[src/hdl/psg_pkg.sv]
// ----------------------------------------------------------------------------
// psg_pkg
// Shared types, constants and the attenuation table for the three-tone,
// one-noise sound generator.
// ----------------------------------------------------------------------------
package psg_pkg;

    // number of square-tone channels, 1 to 3
    localparam int TONE_CHANNELS = 3;
    // bits of a tone channel index
    localparam int CH_W    = (TONE_CHANNELS > 1) ? $clog2(TONE_CHANNELS) : 1;
    // tone channel whose period the noise may follow
    localparam int LINK_CH = (TONE_CHANNELS > 2) ? 2 : 0;

    // widths
    localparam int PER_W  = 10;
    localparam int CNT_W  = 16;
    localparam int ATT_W  = 4;
    localparam int TICK_W = 10;
    localparam int LVL_W  = 16;
    localparam int ALU_W  = 19;
    localparam int OUT_W  = 17;

    // register numbers with a meaning of their own
    localparam logic [2:0] REG_NOISE_MODE = 3'd6;
    localparam logic [2:0] REG_NOISE_ATT  = 3'd7;

    // noise period select codes (mode bits 1..0)
    localparam logic [1:0] NSEL_16   = 2'd0;
    localparam logic [1:0] NSEL_32   = 2'd1;
    localparam logic [1:0] NSEL_64   = 2'd2;
    localparam logic [1:0] NSEL_LINK = 2'd3;

    // fixed noise periods and reset values
    localparam logic [PER_W-1:0] NPER_16    = 10'h010;
    localparam logic [PER_W-1:0] NPER_32    = 10'h020;
    localparam logic [PER_W-1:0] NPER_64    = 10'h040;
    localparam logic [CNT_W-1:0] LFSR_SEED  = 16'h8000;
    localparam logic [ATT_W-1:0] ATT_SILENT = 4'd15;
    localparam logic [TICK_W-1:0] TICKS_RST = 10'd4;

    // command codes
    localparam logic CMD_WRITE  = 1'b0;
    localparam logic CMD_SAMPLE = 1'b1;

    // register file contents seen by the engine
    typedef struct packed {
        logic [TICK_W-1:0]                    ticks;
        logic [TONE_CHANNELS-1:0][PER_W-1:0]  periods;
        logic [3:0][ATT_W-1:0]                atten;
        logic [2:0]                           noise_mode;
        logic [PER_W-1:0]                     nz_period;
        logic                                 reseed;
    } t_regs;

    // request to the shared adder/subtractor
    typedef struct packed {
        logic [ALU_W-1:0] a;
        logic [ALU_W-1:0] b;
        logic             sub;
    } t_alu_req;

    // attenuation level, 1.0 = 32768
    function automatic logic [LVL_W-1:0] att_level(input logic [ATT_W-1:0] att);
        logic [LVL_W-1:0] lvl;
        case (att)
            4'd0:    lvl = 16'd32768;
            4'd1:    lvl = 16'd26028;
            4'd2:    lvl = 16'd20677;
            4'd3:    lvl = 16'd16423;
            4'd4:    lvl = 16'd13045;
            4'd5:    lvl = 16'd10361;
            4'd6:    lvl = 16'd8231;
            4'd7:    lvl = 16'd6537;
            4'd8:    lvl = 16'd5194;
            4'd9:    lvl = 16'd4125;
            4'd10:   lvl = 16'd3277;
            4'd11:   lvl = 16'd2602;
            4'd12:   lvl = 16'd2068;
            4'd13:   lvl = 16'd1642;
            4'd14:   lvl = 16'd1304;
            default: lvl = 16'd0;
        endcase
        return lvl;
    endfunction

    // zero period counts as one
    function automatic logic [PER_W-1:0] eff_period(input logic [PER_W-1:0] p);
        return (p == '0) ? PER_W'(1) : p;
    endfunction

endpackage

[src/hdl/psg_alu.sv]
// ----------------------------------------------------------------------------
// psg_alu
// Shared adder/subtractor used for counter advance, division steps, noise
// period subtraction, mixing and rounding.
// ----------------------------------------------------------------------------
module psg_alu (
    input  psg_pkg::t_alu_req          i_req,
    output logic [psg_pkg::ALU_W-1:0]  o_res
);
    import psg_pkg::*;

    // add or subtract, two's complement
    assign o_res = i_req.sub ? (i_req.a - i_req.b) : (i_req.a + i_req.b);

endmodule

[src/hdl/psg_regfile.sv]
// ----------------------------------------------------------------------------
// psg_regfile
// Register byte decoder: latch/data and continuation bytes, periods,
// attenuations, noise mode and the tick configuration register.
// ----------------------------------------------------------------------------
module psg_regfile (
    input  logic                        i_clk,
    input  logic                        i_rst_n,
    input  logic                        i_wr,
    input  logic [7:0]                  i_byte,
    input  logic                        i_cfg_we,
    input  logic [psg_pkg::TICK_W-1:0]  i_cfg_wdata,
    output psg_pkg::t_regs              o_regs
);
    import psg_pkg::*;

    logic [TICK_W-1:0]                   r_ticks, n_ticks;
    logic [2:0]                          r_latch, n_latch;
    logic [TONE_CHANNELS-1:0][PER_W-1:0] r_per, n_per;
    logic [3:0][ATT_W-1:0]               r_att, n_att;
    logic [2:0]                          r_mode, n_mode;
    logic [PER_W-1:0]                    r_nper, n_nper;
    logic [1:0]                          ch;
    logic                                ch_ok;
    logic [PER_W-1:0]                    link_per;
    logic                                reseed;

    // decode of one register byte
    always_comb begin
        n_ticks  = i_cfg_we ? i_cfg_wdata : r_ticks;
        n_latch  = r_latch;
        n_per    = r_per;
        n_att    = r_att;
        n_mode   = r_mode;
        n_nper   = r_nper;
        reseed   = 1'b0;
        ch       = i_byte[7] ? i_byte[6:5] : r_latch[2:1];
        ch_ok    = ({1'b0, ch} < 3'(TONE_CHANNELS));
        link_per = PER_W'(1);
        if (i_wr) begin
            if (i_byte[7]) begin
                n_latch = i_byte[6:4];
                case (i_byte[6:4])
                    REG_NOISE_MODE: begin
                        n_mode = i_byte[2:0];
                        reseed = 1'b1;
                    end
                    REG_NOISE_ATT: n_att[3] = i_byte[3:0];
                    default: begin
                        if (i_byte[4])
                            n_att[ch] = i_byte[3:0];
                        else if (ch_ok)
                            n_per[ch[CH_W-1:0]][3:0] = i_byte[3:0];
                    end
                endcase
            end else if (!r_latch[0] && r_latch < REG_NOISE_MODE && ch_ok) begin
                n_per[ch[CH_W-1:0]][PER_W-1:4] = i_byte[5:0];
            end
        end
        // noise period: fixed by the mode, or following the linked tone
        if (TONE_CHANNELS > 2)
            link_per = eff_period(n_per[LINK_CH]);
        if (reseed) begin
            case (n_mode[1:0])
                NSEL_16: n_nper = NPER_16;
                NSEL_32: n_nper = NPER_32;
                NSEL_64: n_nper = NPER_64;
                default: n_nper = link_per;
            endcase
        end else if (i_wr && !i_byte[7] && !r_latch[0] && r_latch < REG_NOISE_MODE
                     && ch_ok && ch == 2'(LINK_CH) && TONE_CHANNELS > 2
                     && r_mode[1:0] == NSEL_LINK) begin
            n_nper = link_per;
        end
    end

    // register state
    always_ff @(posedge i_clk) begin
        if (!i_rst_n) begin
            r_ticks <= TICKS_RST;
            r_latch <= '0;
            r_per   <= '0;
            r_att   <= {4{ATT_SILENT}};
            r_mode  <= '0;
            r_nper  <= NPER_16;
        end else begin
            r_ticks <= n_ticks;
            r_latch <= n_latch;
            r_per   <= n_per;
            r_att   <= n_att;
            r_mode  <= n_mode;
            r_nper  <= n_nper;
        end
    end

    assign o_regs.ticks        = r_ticks;
    assign o_regs.periods      = r_per;
    assign o_regs.atten        = r_att;
    assign o_regs.noise_mode   = r_mode;
    assign o_regs.nz_period    = r_nper;
    assign o_regs.reseed       = reseed;

endmodule

[src/hdl/psg_engine.sv]
// ----------------------------------------------------------------------------
// psg_engine
// Sample sequencer: advances the tone and noise counters, finds whole
// periods passed with restoring division steps, steps the noise shift
// register, mixes the channels and holds the result for transfer.
// ----------------------------------------------------------------------------
module psg_engine (
    input  logic                        i_clk,
    input  logic                        i_rst_n,
    input  logic                        i_start,
    input  psg_pkg::t_regs              i_regs,
    output psg_pkg::t_alu_req           o_alu_req,
    input  logic [psg_pkg::ALU_W-1:0]   i_alu_res,
    output logic                        o_busy,
    output logic                        o_out_valid,
    input  logic                        i_out_stall,
    output logic [psg_pkg::OUT_W-1:0]   o_sample
);
    import psg_pkg::*;

    typedef enum logic [2:0] {
        S_IDLE, S_ADD, S_DIV, S_NADD, S_NSUB, S_MIX, S_MIXN, S_ROUND
    } t_state;

    t_state                              r_state;
    logic [CH_W-1:0]                     r_ch;
    logic [3:0]                          r_bit;
    logic [CNT_W-1:0]                    r_work;
    logic [PER_W-1:0]                    r_rem;
    logic [TONE_CHANNELS-1:0][CNT_W-1:0] r_tcnt;
    logic [TONE_CHANNELS-1:0]            r_tneg;
    logic [CNT_W-1:0]                    r_ncnt;
    logic [CNT_W-1:0]                    r_lfsr;
    logic                                r_nneg;
    logic [ALU_W-1:0]                    r_sum;
    logic                                r_out_valid;
    logic [OUT_W-1:0]                    r_out;

    logic [PER_W:0]     trial;
    logic [PER_W-1:0]   p_eff;
    logic [PER_W-1:0]   np_eff;
    logic               fits;
    logic [PER_W-1:0]   n_rem;
    logic               fb;
    logic [LVL_W-1:0]   lvl;
    logic               last_ch;
    logic               out_free;

    // operands for the shared unit
    always_comb begin
        p_eff   = eff_period(i_regs.periods[r_ch]);
        np_eff  = eff_period(i_regs.nz_period);
        trial   = {r_rem, r_work[r_bit]};
        fits    = !i_alu_res[ALU_W-1];
        n_rem   = fits ? i_alu_res[PER_W-1:0] : trial[PER_W-1:0];
        fb      = i_regs.noise_mode[2] ? (r_lfsr[0] ^ r_lfsr[1]) : r_lfsr[0];
        lvl     = (r_state == S_MIXN) ? att_level(i_regs.atten[3])
                                      : att_level(i_regs.atten[2'(r_ch)]);
        last_ch = (r_ch == CH_W'(TONE_CHANNELS - 1));
        out_free = !r_out_valid || !i_out_stall;
        o_alu_req = '0;
        case (r_state)
            S_ADD: begin
                o_alu_req.a = ALU_W'(r_tcnt[r_ch]);
                o_alu_req.b = ALU_W'(i_regs.ticks);
            end
            S_DIV: begin
                o_alu_req.a   = ALU_W'(trial);
                o_alu_req.b   = ALU_W'(p_eff);
                o_alu_req.sub = 1'b1;
            end
            S_NADD: begin
                o_alu_req.a = ALU_W'(r_ncnt);
                o_alu_req.b = ALU_W'(i_regs.ticks);
            end
            S_NSUB: begin
                o_alu_req.a   = ALU_W'(r_ncnt);
                o_alu_req.b   = ALU_W'(np_eff);
                o_alu_req.sub = 1'b1;
            end
            S_MIX: begin
                o_alu_req.a   = r_sum;
                o_alu_req.b   = ALU_W'(lvl);
                o_alu_req.sub = r_tneg[r_ch];
            end
            S_MIXN: begin
                o_alu_req.a   = r_sum;
                o_alu_req.b   = ALU_W'(lvl);
                o_alu_req.sub = r_nneg;
            end
            S_ROUND: begin
                // bias negative sums so the shift truncates toward zero
                o_alu_req.a = r_sum;
                o_alu_req.b = r_sum[ALU_W-1] ? ALU_W'(3) : '0;
            end
            default: o_alu_req = '0;
        endcase
    end

    // sequencer, channel state and output register
    always_ff @(posedge i_clk) begin
        if (!i_rst_n) begin
            r_state     <= S_IDLE;
            r_ch        <= '0;
            r_bit       <= '0;
            r_tcnt      <= '0;
            r_tneg      <= '0;
            r_ncnt      <= '0;
            r_lfsr      <= LFSR_SEED;
            r_nneg      <= 1'b0;
            r_out_valid <= 1'b0;
        end else begin
            // result register: load on the rounding step, clear on transfer
            if (r_state == S_ROUND && out_free)
                r_out_valid <= 1'b1;
            else if (r_out_valid && !i_out_stall)
                r_out_valid <= 1'b0;
            case (r_state)
                S_IDLE: begin
                    if (i_regs.reseed)
                        r_lfsr <= LFSR_SEED;
                    if (i_start) begin
                        r_ch    <= '0;
                        r_state <= S_ADD;
                    end
                end
                S_ADD: begin
                    r_work  <= i_alu_res[CNT_W-1:0];
                    r_rem   <= '0;
                    r_bit   <= 4'd15;
                    r_state <= S_DIV;
                end
                S_DIV: begin
                    r_rem <= n_rem;
                    r_bit <= r_bit - 4'd1;
                    if (r_bit == '0) begin
                        // remainder is the new count, quotient parity flips the level
                        r_tcnt[r_ch] <= CNT_W'(n_rem);
                        r_tneg[r_ch] <= r_tneg[r_ch] ^ fits;
                        if (last_ch) begin
                            r_state <= S_NADD;
                        end else begin
                            r_ch    <= r_ch + CH_W'(1);
                            r_state <= S_ADD;
                        end
                    end
                end
                S_NADD: begin
                    r_ncnt  <= i_alu_res[CNT_W-1:0];
                    r_state <= S_NSUB;
                end
                S_NSUB: begin
                    if (fits) begin
                        r_ncnt <= i_alu_res[CNT_W-1:0];
                        r_nneg <= !r_lfsr[0];
                        r_lfsr <= {1'b0, r_lfsr[15] | fb, r_lfsr[14:1]};
                    end else begin
                        r_ch    <= '0;
                        r_sum   <= '0;
                        r_state <= S_MIX;
                    end
                end
                S_MIX: begin
                    r_sum <= i_alu_res;
                    if (last_ch)
                        r_state <= S_MIXN;
                    else
                        r_ch <= r_ch + CH_W'(1);
                end
                S_MIXN: begin
                    r_sum   <= i_alu_res;
                    r_state <= S_ROUND;
                end
                S_ROUND: begin
                    if (out_free) begin
                        r_out       <= i_alu_res[ALU_W-1:2];
                        r_state     <= S_IDLE;
                    end
                end
                default: r_state <= S_IDLE;
            endcase
        end
    end

    assign o_busy      = (r_state != S_IDLE);
    assign o_out_valid = r_out_valid;
    assign o_sample    = r_out;

endmodule

[src/hdl/psg_three_tone_one_noise.sv]
// ----------------------------------------------------------------------------
// psg_three_tone_one_noise
// Programmable sound generator, three square tones and one noise channel.
// ----------------------------------------------------------------------------
// A register write transfer (command 0) is taken without a stall and the
// input stays ready. A sample transfer (command 1) runs on one shared
// adder/subtractor: per tone channel one counter add and sixteen restoring
// division steps, then one noise counter add and one noise subtract per
// noise shift step plus one, a mixing step per tone and one for the noise,
// and one rounding step. The noise shift register steps once per noise
// period passed in the sample (about ticks_per_sample / noise period). The
// input stalls meanwhile; the result sits in an output register, so a
// finished sample never blocks register writes, and a following sample
// waits only at its rounding step.
// ----------------------------------------------------------------------------
module psg_three_tone_one_noise (
    input  logic                        i_clk,
    input  logic                        i_rst_n,
    input  logic                        i_in_valid,
    output logic                        o_in_stall,
    input  logic                        i_command,
    input  logic [7:0]                  i_data_byte,
    output logic                        o_out_valid,
    input  logic                        i_out_stall,
    output logic signed [16:0]          o_sample_value,
    input  logic                        i_cfg_we,
    input  logic [9:0]                  i_cfg_wdata
);
    import psg_pkg::*;

    t_regs              regs;
    t_alu_req           alu_req;
    logic [ALU_W-1:0]   alu_res;
    logic               in_xfer;
    logic               busy;
    logic [OUT_W-1:0]   sample;

    // input transfer
    assign in_xfer    = i_in_valid && !busy;
    assign o_in_stall = busy;

    psg_regfile u_regs (
        .i_clk       (i_clk),
        .i_rst_n     (i_rst_n),
        .i_wr        (in_xfer && i_command == CMD_WRITE),
        .i_byte      (i_data_byte),
        .i_cfg_we    (i_cfg_we),
        .i_cfg_wdata (i_cfg_wdata),
        .o_regs      (regs)
    );

    psg_alu u_alu (
        .i_req (alu_req),
        .o_res (alu_res)
    );

    psg_engine u_eng (
        .i_clk       (i_clk),
        .i_rst_n     (i_rst_n),
        .i_start     (in_xfer && i_command == CMD_SAMPLE),
        .i_regs      (regs),
        .o_alu_req   (alu_req),
        .i_alu_res   (alu_res),
        .o_busy      (busy),
        .o_out_valid (o_out_valid),
        .i_out_stall (i_out_stall),
        .o_sample    (sample)
    );

    assign o_sample_value = $signed(sample);

endmodule

[config.mk]
export PLATFORM = sky130hd
export DESIGN_NAME = psg_three_tone_one_noise
export DESIGN_NICKNAME = d
export VERILOG_FILES = /design/src/hdl/psg_pkg.sv /design/src/hdl/psg_alu.sv /design/src/hdl/psg_regfile.sv /design/src/hdl/psg_engine.sv /design/src/hdl/psg_three_tone_one_noise.sv
export SDC_FILE = /design/constraint.sdc
export NUM_CORES = 1
export LEC_CHECK = 0
export BUFFER_PORTS_ARGS = -buffer_cell sky130_fd_sc_hd__clkbuf_2
export CAP_MARGIN = 20
export CORE_MARGIN = 1
export CORE_UTILIZATION = 39
export DETAILED_ROUTE_END_ITERATION = 8
export GPL_ROUTABILITY_DRIVEN = 0
export MAX_ROUTING_LAYER = met4
export PLACE_DENSITY_LB_ADDON = 0.08
export REMOVE_ABC_BUFFERS = 1
export SYNTH_ARGS = -nofsm -noshare
export SYNTH_HDL_FRONTEND = slang
export SYNTH_SLANG_ARGS = --single-unit
[constraint.sdc]
create_clock -name i_clk -period 9.35 [get_ports i_clk]
set_input_delay 1.4025 -clock i_clk [delete_from_list [all_inputs] [get_ports i_clk]]
set_output_delay 1.4025 -clock i_clk [all_outputs]
set_load 0.05 [all_outputs]
Word level (Yosys, flattened, before mapping):

Memory sizes are Yosys's and may differ from the RTL's. A register that Yosys moved wholly into a read port is not among the register bits.
Index checks and enable logic that the tools add are counted.

* register bits: 228
* bits in latches: 0
* memory bits (writable): 0
* ROM bits: 512
* bits of input ports: 24
* output and inout port bits: 19
* word-level logic and storage cells: 206
* memories: 2

Memories
* (no name shown): depth 16, bits a word 16, rd ports 1, clocked after Yosys merged registers in 1, write ports 0, line psg_pkg.sv:66 `case (att)`
* (no name shown): depth 16, bits a word 16, rd ports 1, clocked after Yosys merged registers in 0, write ports 0, line psg_pkg.sv:66

* add/subtract/negate cells: 4
* $mul: 0
* div/mod/pow operators: 0
* order comparisons: 7
* equality and inequality tests: 24
* shifts and indexed selects: 0
* muxes and demuxes: 78
* bitwise operators: 7
* reductions and logical operators: 57

Operators with widths (number)
* $pmux W38 S6: 1
* $mux W30: 6
* $mux W16: 7
* $mux W10: 8
* $pmux W16 S2: 2
* $bwmux W30: 2
* $bwmux W48: 1
* $demux W10 S2: 2
* $mux W19: 2
* $pmux W19 S2: 1
* $bmux W16 S2: 1
* $demux W16 S2: 1
* $logic_not A10 Y1: 3
* $pmux W10 S3: 1
* $pmux W3 S8: 1
* $bmux W10 S2: 1
* $mux W2: 10
* $mux W4: 5
* $pmux W10 S2: 1
* $add A19 B19 Y19: 1
* $sub A19 B19 Y19: 1
* $eq A3 B3 Y1 const B: 6
* $bwmux W16: 1
* $pmux W4 S2: 2
* 40 further kinds: 110

Logic depth before layout (Yosys ltp):

Gate-level depths: netlist (run 1).

* word-level depth: 15
* depth in mapped cells: 26
* gate-level depth less buffers: 24

By module:

Synthesis (run 1) repeated with hierarchy kept, for this count alone.

* cell total of the unflattened synthesis: 1291
* area total of the unflattened synthesis: 11685.0 um^2

Modules (own cells, without submodules)
* psg_engine: instances 1, cells an instance 802, area an instance 7607.3 um^2, sequential area each 3383.2 um^2
* psg_regfile: instances 1, cells an instance 306, area an instance 2781.4 um^2, sequential area each 1441.4 um^2
* psg_alu: instances 1, cells an instance 181, area an instance 1275.0 um^2, sequential area each 0.0 um^2
* psg_three_tone_one_noise: instances 1, cells an instance 2, area an instance 21.3 um^2, sequential area each 0.0 um^2

Worst setup path after synthesis (run 1):

OpenSTA, ideal clock, no wires.

* path kind: register to register
* start: register u_eng.r_ch[0]
* end: register u_eng.r_sum[0], enable pin
* setup time: 0.425 ns
* arrival: 6.339 ns
* required time: 8.925 ns
* setup slack: 2.586 ns
* stages on the path, launching flop included: 24
* path buffers: 3
* period minus slack after synthesis: 6.764 ns
* cell sequence: dfxtp_1 buf_6 buf_1 mux2_2 a22oi_1 nor2b_1 a31oi_1 o221ai_1 inv_1 ha_1 and2_1 and3_1 a21oi_1 xor2_1 ha_1 a21o_1 a21oi_1 nand2_1 a21oi_1 o21ai_0 a221oi_1 xor3_2 buf_4 a211oi_1

* cells in the longest elaborated chain, start to end: 9
* elaborated cells on any way between the ends: 19
* those cells by class: 2 x add/sub; 1 x eq/ne; 13 x mux; 2 x reduce/logical; 1 x memory

Ends and longest elaborated chain
* start, declared: line psg_engine.sv:26 `logic [CH_W-1:0] r_ch;`
* start signal, assigned: line psg_engine.sv:143 `r_ch <= r_ch + CH_W'(1);`
* start signal, assigned: line psg_engine.sv:168 `r_ch <= r_ch + CH_W'(1);`
* $bmux W4 S2 or $bmux W10 S2 (tied branches): line psg_engine.sv:58, psg_engine.sv:51
* $mux W4 (implied by the code) or $mux W10 (tied branches): line psg_engine.sv:58, psg_engine.sv:51
* $mem_v2 Z16 W16 or $logic_not A10 Y1 (tied branches)
* $mux W16 or $mux W10 (tied branches): line psg_engine.sv:57, psg_pkg.sv:89
* $pmux W38 S6: line psg_engine.sv:62 `case (r_state)`
* $add A19 B19 Y19 or $sub A19 B19 Y19 (tied branches): line psg_alu.sv:13 `assign o_res = i_req.sub ? (i_req.a - i_req.b) : (i_req.a + i_req.b);`
* $mux W19 *: line psg_alu.sv:13
* $ne A2 B1 Y1 (no source line) *
* $reduce_and A3 Y1 (no source line) *
* end signal, assigned: line psg_engine.sv:164 `r_sum <= i_alu_res;`
* end signal, assigned: line psg_engine.sv:171 `r_sum <= i_alu_res;`
* end, declared: line psg_engine.sv:35 `logic [ALU_W-1:0] r_sum;`

Mark *: on every way between the ends. The rest lies on a longest branch, timed or not. The select of a mux whose other input is x is not followed.
A chain may end at the register's enable or synchronous reset.

Worst setup path in the final report (run 1):

* start: register u_eng.r_ch[0]
* end: register u_eng.r_sum[1], enable pin

Same word-level chain as after synthesis.

==> results.cfg, run 1 <==
[run_status]
status = finished clean

[placed_design]
numPortBuffers = 42
dp_slack_ps = 2409
dpl.hpwl_mm = 24.12

[cts]
cts_tree = yes
cts_buffer_depth = 3
cts_made_buffers = 26
cts_root_buffer = clkbuf_16
clock_sinks = 226
cts_resized = 0
clk_latency_ps = 530
cts_setup_buffers = 0
clkTransAtPathRegs_ps = 60
h-tree-depth = 1
postCtsHoldBufs = 0

[synthesis]
synth_edf_count = 62
synth.area.top_cells = dfxtp_1, edfxtp_1, mux2i_1
syn_area_per_cell_sq_um = 9.263
ys_ff_latch = 226
async_reset_ff_frac = 0
synth_area_sq_um = 11740
synth_common_cells = dfxtp_1, nand2_1, nor2_1, mux2i_1, o21ai_0
synth_flop_cell = dfxtp_1
yosysMostFrequentCell = dfxtp_1
synth.distinct_cells = 79
synthCells = 1267
ys_seq_area_frac = 0.4384
yosysTopAreaCellShare = 0.2797
ys.warnings.count = 0
yosysTopAreaCell = dfxtp_1

[pwr]
peakVddDrop_uv = 130.6
p_total_mw = 3.620
power_density_nw_per_um2 = 277.5
p_leak_nw = 5.015

[detailed_routing]
num_vias = 9291
firstDrtPassIters = 5
ant_nets = 0
wl_per_cell_um = 20.55
drc_errors = 0
drt-vias-per-instance = 5.563
drt_iter0_drc = 511
routed_wl_mm = 34.32

[worst_setup_path]
cp-end-kind = flop
crit_chain = buf_4, mux2_2, a22oi_1, nor4b_1, a31oi_1, o221ai_1, inv_1, ha_1, and2_1, and3_1, a21oi_1, xor2_1, ha_1, a21o_1, a21oi_1, nand2_1, a21oi_1, o21ai_0, a221oi_1, xor3_2, a211oi_4
critPathLaunchType = flop
worstReg2RegEnd = u_eng.r_sum[1]
required_ps = 9500
critPathMostFrequentCell = a21oi_1
rrSetupSlack_ps = 2420
critical_path_arrival_ps = 7080
critPathBufInv = 2
cp_slowest_cell = a211oi_4
critPathMaxFanout = 23
worstReg2RegStart = u_eng.r_ch[0]
crit_family = compound AO/OA/AOI/OAI gates
reg2reg_depth = 21
max_stage_delay_ps = 970
path_class = flop to flop

[global_routing]
grt_first_pass_wirelength_mm = 53.70
antenna_found_initial = 0
grt_max_degree = 63
grt.overflow.total = 0
grt_pass1_vias = 8983
grt_usage = 0.2311

[sta]
tightest_slew_ps = 1043
finalHoldViolations = 0
rsz0062_at_grt = false
fin_skew_ps = 8.981
setup_slack_ps = 2419
slew_headroom = 0.3023
period_minus_slack_ps = 6931
setup_tns_ps = 0
timing.final.crit_share = 0.7413
clock.fmax_mhz = 144.3
setup_viol = 0
maxSlewViolCount = 0

[floorplanning]
dieWidth_um = 175.5
die_y_um = 175.5
rows = 63
core_sq_um = 29640
die-area_sq_um = 30790
pin_count = 43
initial_utilization = 0.3960

[worst_hold_path]
worstHoldStart = u_eng.r_lfsr[6]
holdPathStages = 2
min_path_type = flop to flop
whs_endpoint = u_eng.r_lfsr[6]

[layout]
diodes = 0
nets = 1325
syn_to_final_growth_pct = 11.17
drive_above_1_share = 0.1086
final_util = 0.4402

[flow_run]
drv_cap = 0
## placed cells by master, fill, tap and decap left out, types with 5 or more instances in the layout
cell and n:
a211oi_1 17, a21o_1 5, a21oi_1 78, a221oi_1 8, a22o_1 9, a22oi_1 15, a31o_2 7, a31oi_1 10
a32oi_1 9, and2_1 10, and3_1 7, buf_4 14, clkbuf_16 27, clkbuf_2 41, clkinv_2 5, dfxtp_1 163
edfxtp_1 62, ha_1 36, inv_1 37, mux2i_1 123, mux4_2 9, nand2_1 141, nand2b_1 10, nand3_1 35
nand4_1 5, nor2_1 124, nor2b_1 21, nor3_1 15, o211ai_1 6, o21a_1 8, o21ai_0 84, o22ai_1 11
o2bb2ai_1 8, o31ai_1 5, xnor2_1 18, xor2_1 8
## worst register-to-register path: cells and delay by family, from the launching register on
family | cells | cell delay, ps
compound gates | 10 | 2950
buf+inv | 2 | 540
mux | 1 | 390
xor+xnor | 2 | 820
fa+ha+maj | 2 | 490
flops | 1 | 580
simple gates | 4 | 770
## routing by layer
layer,part of all wire,vias to the layer above,wire length [um],global-route usage
met2,0.46,212,15850,0.3692
li1,-,4557,-,-
met3,0.035,62,1201,0.02316
met1,0.47,4460,16120,0.3065
met5,0,-,0,-
met4,0.034,0,1151,0.07645
## stage by stage
stage,std cells,hold slack (ps),area [sq um]
2_1_floorplan,1178,433.8,11360
3_3_place_gp,1623,450.1,12180
3_5_place_dp,1623,454.0,12180
4_1_cts,1667,463.3,13020
5_1_grt,1670,490.3,13050
6_report,1670,458.7,13050
## sequential cells by signal, summed over array words and instances, names as in the netlist, 16 cells and up, named ones only
register,cells
u_regs.o_regs,46
u_eng.r_tcnt,30
u_eng.r_sum,19
u_eng.o_sample,17
u_eng.r_lfsr,16
u_eng.r_ncnt,16
u_eng.r_work,16
## kinds of logic after synthesis
group                      count (synthesis)  synth area share
AOI/OAI and AO/OA                        319            0.1789
xor gates and xnor gates                  27           0.02153
adders and majority gates                 37           0.04009
buffers and inverters                    130           0.04541
DFF                                      226            0.4384
muxes                                    136            0.1260
and+or+nand+nor                          392            0.1497
## how the worst max path moves through the flow
stage          cells past startpoint  slack, ps          start        endpoint
2_1_floorplan                     22       1900  u_eng.r_ch[0]  u_eng.r_sum[0]
3_3_place_gp                      21       2500  u_eng.r_ch[0]  u_eng.r_sum[0]
3_5_place_dp                      21       2410  u_eng.r_ch[0]  u_eng.r_sum[0]
4_1_cts                           21       2390  u_eng.r_ch[0]  u_eng.r_sum[1]
5_1_grt                           20       1760  u_eng.r_ch[1]  u_eng.r_sum[2]
6_report                          21       2420  u_eng.r_ch[0]  u_eng.r_sum[1]
## area by class of cell
cell class              instances  area, sq um
repair buffers                 58        341.6
well taps                     390        488.0
multi-input cells             911         6085
fillers                      2938        16590
inverters                      41        153.9
flip-flops and latches        226         5146
clock inverters                11        115.1
clock buffers                  33        718.2
## report_power, final
group	total (mW)	switching (mW)	internal, mW
clock	1.00	0.409	0.594
sequential	1.20	0.0450	1.15
combinational	1.42	0.945	0.476
Note: power is estimated with default switching activity, not from simulation.
==> run 2: changes to the inputs <==
==> constraint.sdc (replaced) <==
create_clock -name i_clk -period 6.39 [get_ports i_clk]
set_input_delay 0.9585 -clock i_clk [delete_from_list [all_inputs] [get_ports i_clk]]
set_output_delay 0.9585 -clock i_clk [all_outputs]
set_load 0.05 [all_outputs]
==> run 2 against run 1 <==
  * Clock power increased by 56%
  * Clock skew increased by 4.2 ps
  * Maximum frequency increased by 17%
  * Final cell count increased by 1.6%
  * Hold slack got worse by 4.9 ps
  * Register-to-register slack got worse by 1900 ps
  * Largest cell class unchanged
  * Critical path depth increased by 2
  * Global-route usage decreased by 0.56 points
  * Die area unchanged
==> results.cfg, run 2 (synthesis gave the netlist of run 1 again) <==
[sta]
period_minus_slack_ps = 5901
clock.fmax_mhz = 169.5
finalHoldViolations = 0
tightest_slew_ps = 970.0
maxSlewViolCount = 0
fin_skew_ps = 13.16
setup_viol = 0
slew_headroom = 0.3484
timing.final.crit_share = 0.9234
rsz0062_at_grt = false

[cts]
clk_latency_ps = 530
clock_sinks = 226
cts_made_buffers = 27
h-tree-depth = 1
cts_buffer_depth = 3
cts_root_buffer = clkbuf_16
clkTransAtPathRegs_ps = 60
cts_tree = yes
cts_resized = 0
cts_setup_buffers = 0
postCtsHoldBufs = 0

[detailed_routing]
drt-vias-per-instance = 5.550
drc_errors = 0
num_vias = 9413
drt_iter0_drc = 686
ant_nets = 0
wl_per_cell_um = 19.81
routed_wl_mm = 33.59
firstDrtPassIters = 7

[layout]
diodes = 0
layout_commonest_cell = dfxtp_1
layout.cells.non_filler = 1696
postLayoutCellArea_sq_um = 13300
final_util = 0.4488
drive_above_1_share = 0.1233
seqCellArea_sq_um = 5147
largest_reg_flops = 46
nets = 1347
multi_input_area_sq_um = 6088
syn_to_final_growth_pct = 13.33
final_cell_mix = dfxtp_1, nand2_1, nor2_1
fillers = 2990

[pwr]
p_leak_nw = 5.155
power_density_nw_per_um2 = 408.0
peakVddDrop_uv = 189.1

[global_routing]
globalRouteMet2Util = 0.3629
grt_most_used_layer = met2
grt_first_pass_wirelength_mm = 52.72
grt_usage = 0.2255
antenna_found_initial = 0
grt_pass1_vias = 9045
grt_max_degree = 64
met3_usage = 0.02554
grt_use_met1 = 0.3029
grt.overflow.total = 0

[floorplanning]
initial_utilization = 0.3960
die-area_sq_um = 30790
die_y_um = 175.5
rows = 63
dieWidth_um = 175.5
pin_count = 43
core_sq_um = 29640

[worst_setup_path]
cp-end-kind = flop
critical_path_arrival_ps = 6140
critPathMaxFanout = 15
path_class = flop to flop
required_ps = 6630
critPathLaunchType = flop

[flow_run]
drv_cap = 0

[placed_design]
numPortBuffers = 42
dpl.hpwl_mm = 24.11
dp.cells = 1647
placed_area_sq_um = 12390

[worst_hold_path]
min_path_type = flop to flop

[run_status]
status = finished clean
-- run 2: report_power, final --
part           internal (mW)  switching (mW)
sequential              1.68          0.0744
clock                  0.956           0.608
combinational          0.754            1.35
-- run 2: cell type report --
class,count,area share
Clock buffer,42,0.06134
Clock inverter,7,0.006491
Inverter,41,0.01157
Multi-Input combinational cell,911,0.4578
Sequential cell,226,0.3870
Tap cell,390,0.03669
Timing Repair Buffer,79,0.03913
-- run 2: worst max-delay path, stage by stage, from the launching register on --
cell	delay, ps
dfxtp_2	420
mux4_2	640
inv_1	180
ha_1	240
nor2_1	90
a211oi_1	230
o21ai_0	130
o21ai_0	140
inv_1	100
ha_1	220
and2_1	170
and3_1	200
a21oi_1	150
xor2_1	170
ha_1	290
a21o_1	190
a21oi_1	180
nand2_1	60
a21oi_1	180
o21ai_0	160
a221oi_1	330
xor3_2	420
a211oi_4	500
buf_12	220
-- run 2: through the flow --
stage | power [mW] | worst slack, ps | hold slack, ps | setup TNS [ps]
floorplan | 3.149 | -1061 | 433.8 | -29600
global placement | 3.877 | 419.6 | 443.0 | 0
detailed placement | 3.895 | 292.5 | 448.5 | 0
CTS | 5.469 | 249.8 | 456.2 | 0
global route | 5.735 | 17.33 | 478.6 | 0
finish | 5.427 | 489.5 | 453.8 | 0
-- run 2: path summary, 6_finish.rpt --
kind              slack (ps)  depth (start not counted)         startpoint                end
hold / removal           450                          2  u_regs.o_regs[32]  u_regs.o_regs[32]
setup / recovery         490                         23      u_eng.r_ch[0]     u_eng.r_sum[0]
hold reg to reg          450                          2  u_regs.o_regs[32]  u_regs.o_regs[32]
setup reg to reg         490                         23      u_eng.r_ch[0]     u_eng.r_sum[0]
-- run 2: routing by layer --
layer	part of all wire	vias to the layer above
li1	-	4614
met1	0.47	4529
met2	0.47	225
met3	0.042	45
met4	0.022	0
met5	0	-
==> run 3: changes to the inputs <==
--- a/config.mk
+++ b/config.mk
@@ -5,11 +5,11 @@
 export SDC_FILE = /design/constraint.sdc
 export NUM_CORES = 1
 export LEC_CHECK = 0
-export BUFFER_PORTS_ARGS = -buffer_cell sky130_fd_sc_hd__clkbuf_2
 export CAP_MARGIN = 20
 export CORE_MARGIN = 1
 export CORE_UTILIZATION = 39
 export DETAILED_ROUTE_END_ITERATION = 8
+export DONT_BUFFER_PORTS = 1
 export GPL_ROUTABILITY_DRIVEN = 0
 export MAX_ROUTING_LAYER = met4
 export PLACE_DENSITY_LB_ADDON = 0.08
==> run 3 against run 2 <==
  * Sequential share of layout area is 0.62 points higher
  * Total power increased by 0.83%
  * Maximum frequency shrank 0.85%
  * Hold slack better by 13 ps
==> results.cfg, run 3 (synthesis gave the netlist of run 1 again) <==
[detailed_routing]
firstDrtPassIters = 5
drt-vias-per-instance = 5.655
wl_per_cell_um = 20.75
ant_nets = 0
routed_wl_mm = 34.24
drc_errors = 0
num_vias = 9330
drt_iter0_drc = 728

[pwr]
p_leak_nw = 4.988
p_total_mw = 5.472
peakVddDrop_uv = 208.7
power_density_nw_per_um2 = 418.0

[global_routing]
grt_usage = 0.2293
grt_first_pass_wirelength_mm = 53.09
grt_pass1_vias = 9017
antenna_found_initial = 0
grt_max_degree = 120
grt.overflow.total = 0

[floorplanning]
die_y_um = 175.5
core_sq_um = 29640
rows = 63
pin_count = 43
dieWidth_um = 175.5
die-area_sq_um = 30790
initial_utilization = 0.3960

[cts]
clkTransAtPathRegs_ps = 60
cts_tree = yes
clk_latency_ps = 540
cts_root_buffer = clkbuf_16
cts_made_buffers = 27
cts_buffer_depth = 3
clock_sinks = 226
h-tree-depth = 1

[worst_setup_path]
critical_path_arrival_ps = 6190
reg2reg_depth = 22
worstReg2RegStart = u_eng.r_ch[0]
path_class = flop to flop
required_ps = 6630
cp_slowest_cell = mux4_2
critPathLaunch = u_eng.r_ch[0]
critPathLaunchType = flop
rrSetupSlack_ps = 440
critPathBufInv = 4
cp-end-kind = flop
crit_family = compound AO/OA/AOI/OAI gates
max_stage_delay_ps = 610
worstReg2RegEnd = u_eng.r_sum[2]
critPathMaxFanout = 14
crit_chain = mux4_2, inv_1, ha_1, mux2i_1, nor2_1, a211oi_1, inv_1, nor3_1, a31o_2, o21a_1, xnor2_1, ha_1, o21ai_0, nand2b_1, a21oi_1, nand2b_1, o21ai_0, a221oi_1, xor3_2, buf_4, a211oi_4, buf_4

[sta]
clock.fmax_mhz = 168.0
slew_headroom = 0.2453
tightest_slew_ps = 1123
timing.final.crit_share = 0.9313
setup_tns_ps = 0
period_minus_slack_ps = 5951
fin_skew_ps = 17.69
setup_viol = 0
maxSlewViolCount = 0
finalHoldViolations = 0

[layout]
syn_to_final_growth_pct = 11.54
fillers = 2910
drive_above_1_share = 0.09762
largest_reg_flops = 46
layout_commonest_cell = dfxtp_1
final_cell_mix = dfxtp_1, nand2_1, nor2_1, mux2i_1, o21ai_0
nets = 1301
postLayoutCellArea_sq_um = 13090
diodes = 0

[placed_design]
numPortBuffers = 0
placed_area_sq_um = 12110
dpl.hpwl_mm = 24.45

[flow_run]
drv_cap = 0

[worst_hold_path]
whs_endpoint = u_regs.o_regs[33]
worstHoldStart = u_regs.o_regs[33]
holdPathStages = 2
min_path_type = flop to flop

[run_status]
status = finished clean
[run 3: changes by cell type in the layout (fill, tap and decap cells not counted), sizes merged]
cell,change
bufinv,+3
clkinvlp,+2
clkbuf,-50
buf,-5
clkinv,+4
[run 3: how the worst max path moves through the flow]
stage	slack, ps	cells after the start	endpoint
2_1_floorplan	-1060	22	u_eng.r_sum[0]
3_3_place_gp	530	24	u_eng.r_sum[3]
3_5_place_dp	390	24	u_eng.r_sum[3]
4_1_cts	380	24	u_eng.r_sum[6]
5_1_grt	-40	22	u_eng.r_sum[6]
6_report	440	22	u_eng.r_sum[2]
[run 3: routing by layer]
metal | global-route usage | up-vias | share of wire
met3 | 0.02511 | 70 | 0.037
met2 | 0.3758 | 215 | 0.47
met5 | - | - | 0
met1 | 0.2948 | 4535 | 0.46
li1 | - | 4510 | -
met4 | 0.07645 | 0 | 0.034
[run 3: per-stage QoR]
step | setup WS (ps) | util | hold slack (ps) | std cells
global route | -38.62 | 0.4417 | 477.6 | 1650
detailed placement | 387.4 | 0.4086 | 456.0 | 1599
global placement | 527.9 | 0.4086 | 447.6 | 1599
CTS | 379.9 | 0.4408 | 468.2 | 1648
floorplan | -1061 | - | 433.8 | 1178
finish | 438.9 | 0.4417 | 466.7 | 1650
[run 3: report_power, final]
group	internal [mW]	switching [mW]	leakage, nW
sequential	1.68	0.0744	1.87
combinational	0.722	1.35	2.65
clock	1.02	0.619	0.468
total	3.43	2.05	4.99
[run 3: final cells by class]
class / instances / area [sq um] / share of cell area
Clock buffer: 33 / 738.2 / 0.05639
Clock inverter: 16 / 216.5 / 0.01654
Inverter: 41 / 153.9 / 0.01176
Multi-Input combinational cell: 911 / 6091 / 0.4653
Sequential cell: 226 / 5147 / 0.3932
Tap cell: 390 / 488.0 / 0.03728
Timing Repair Buffer: 33 / 255.2 / 0.01950
[run 3: worst min-delay path, cell delays in order (launching register included)]
cell and delay, ps:
dfxtp_1 310, nand2_1 50, a21oi_1 60
[run 3: what timing repair did]
action | 4_1_cts | 5_1_grt
resized for setup | 0 | 1
hold buffers | 0 | 0
endpoints found under the setup margin | 0 | 61
buffers inserted | 0 | 1
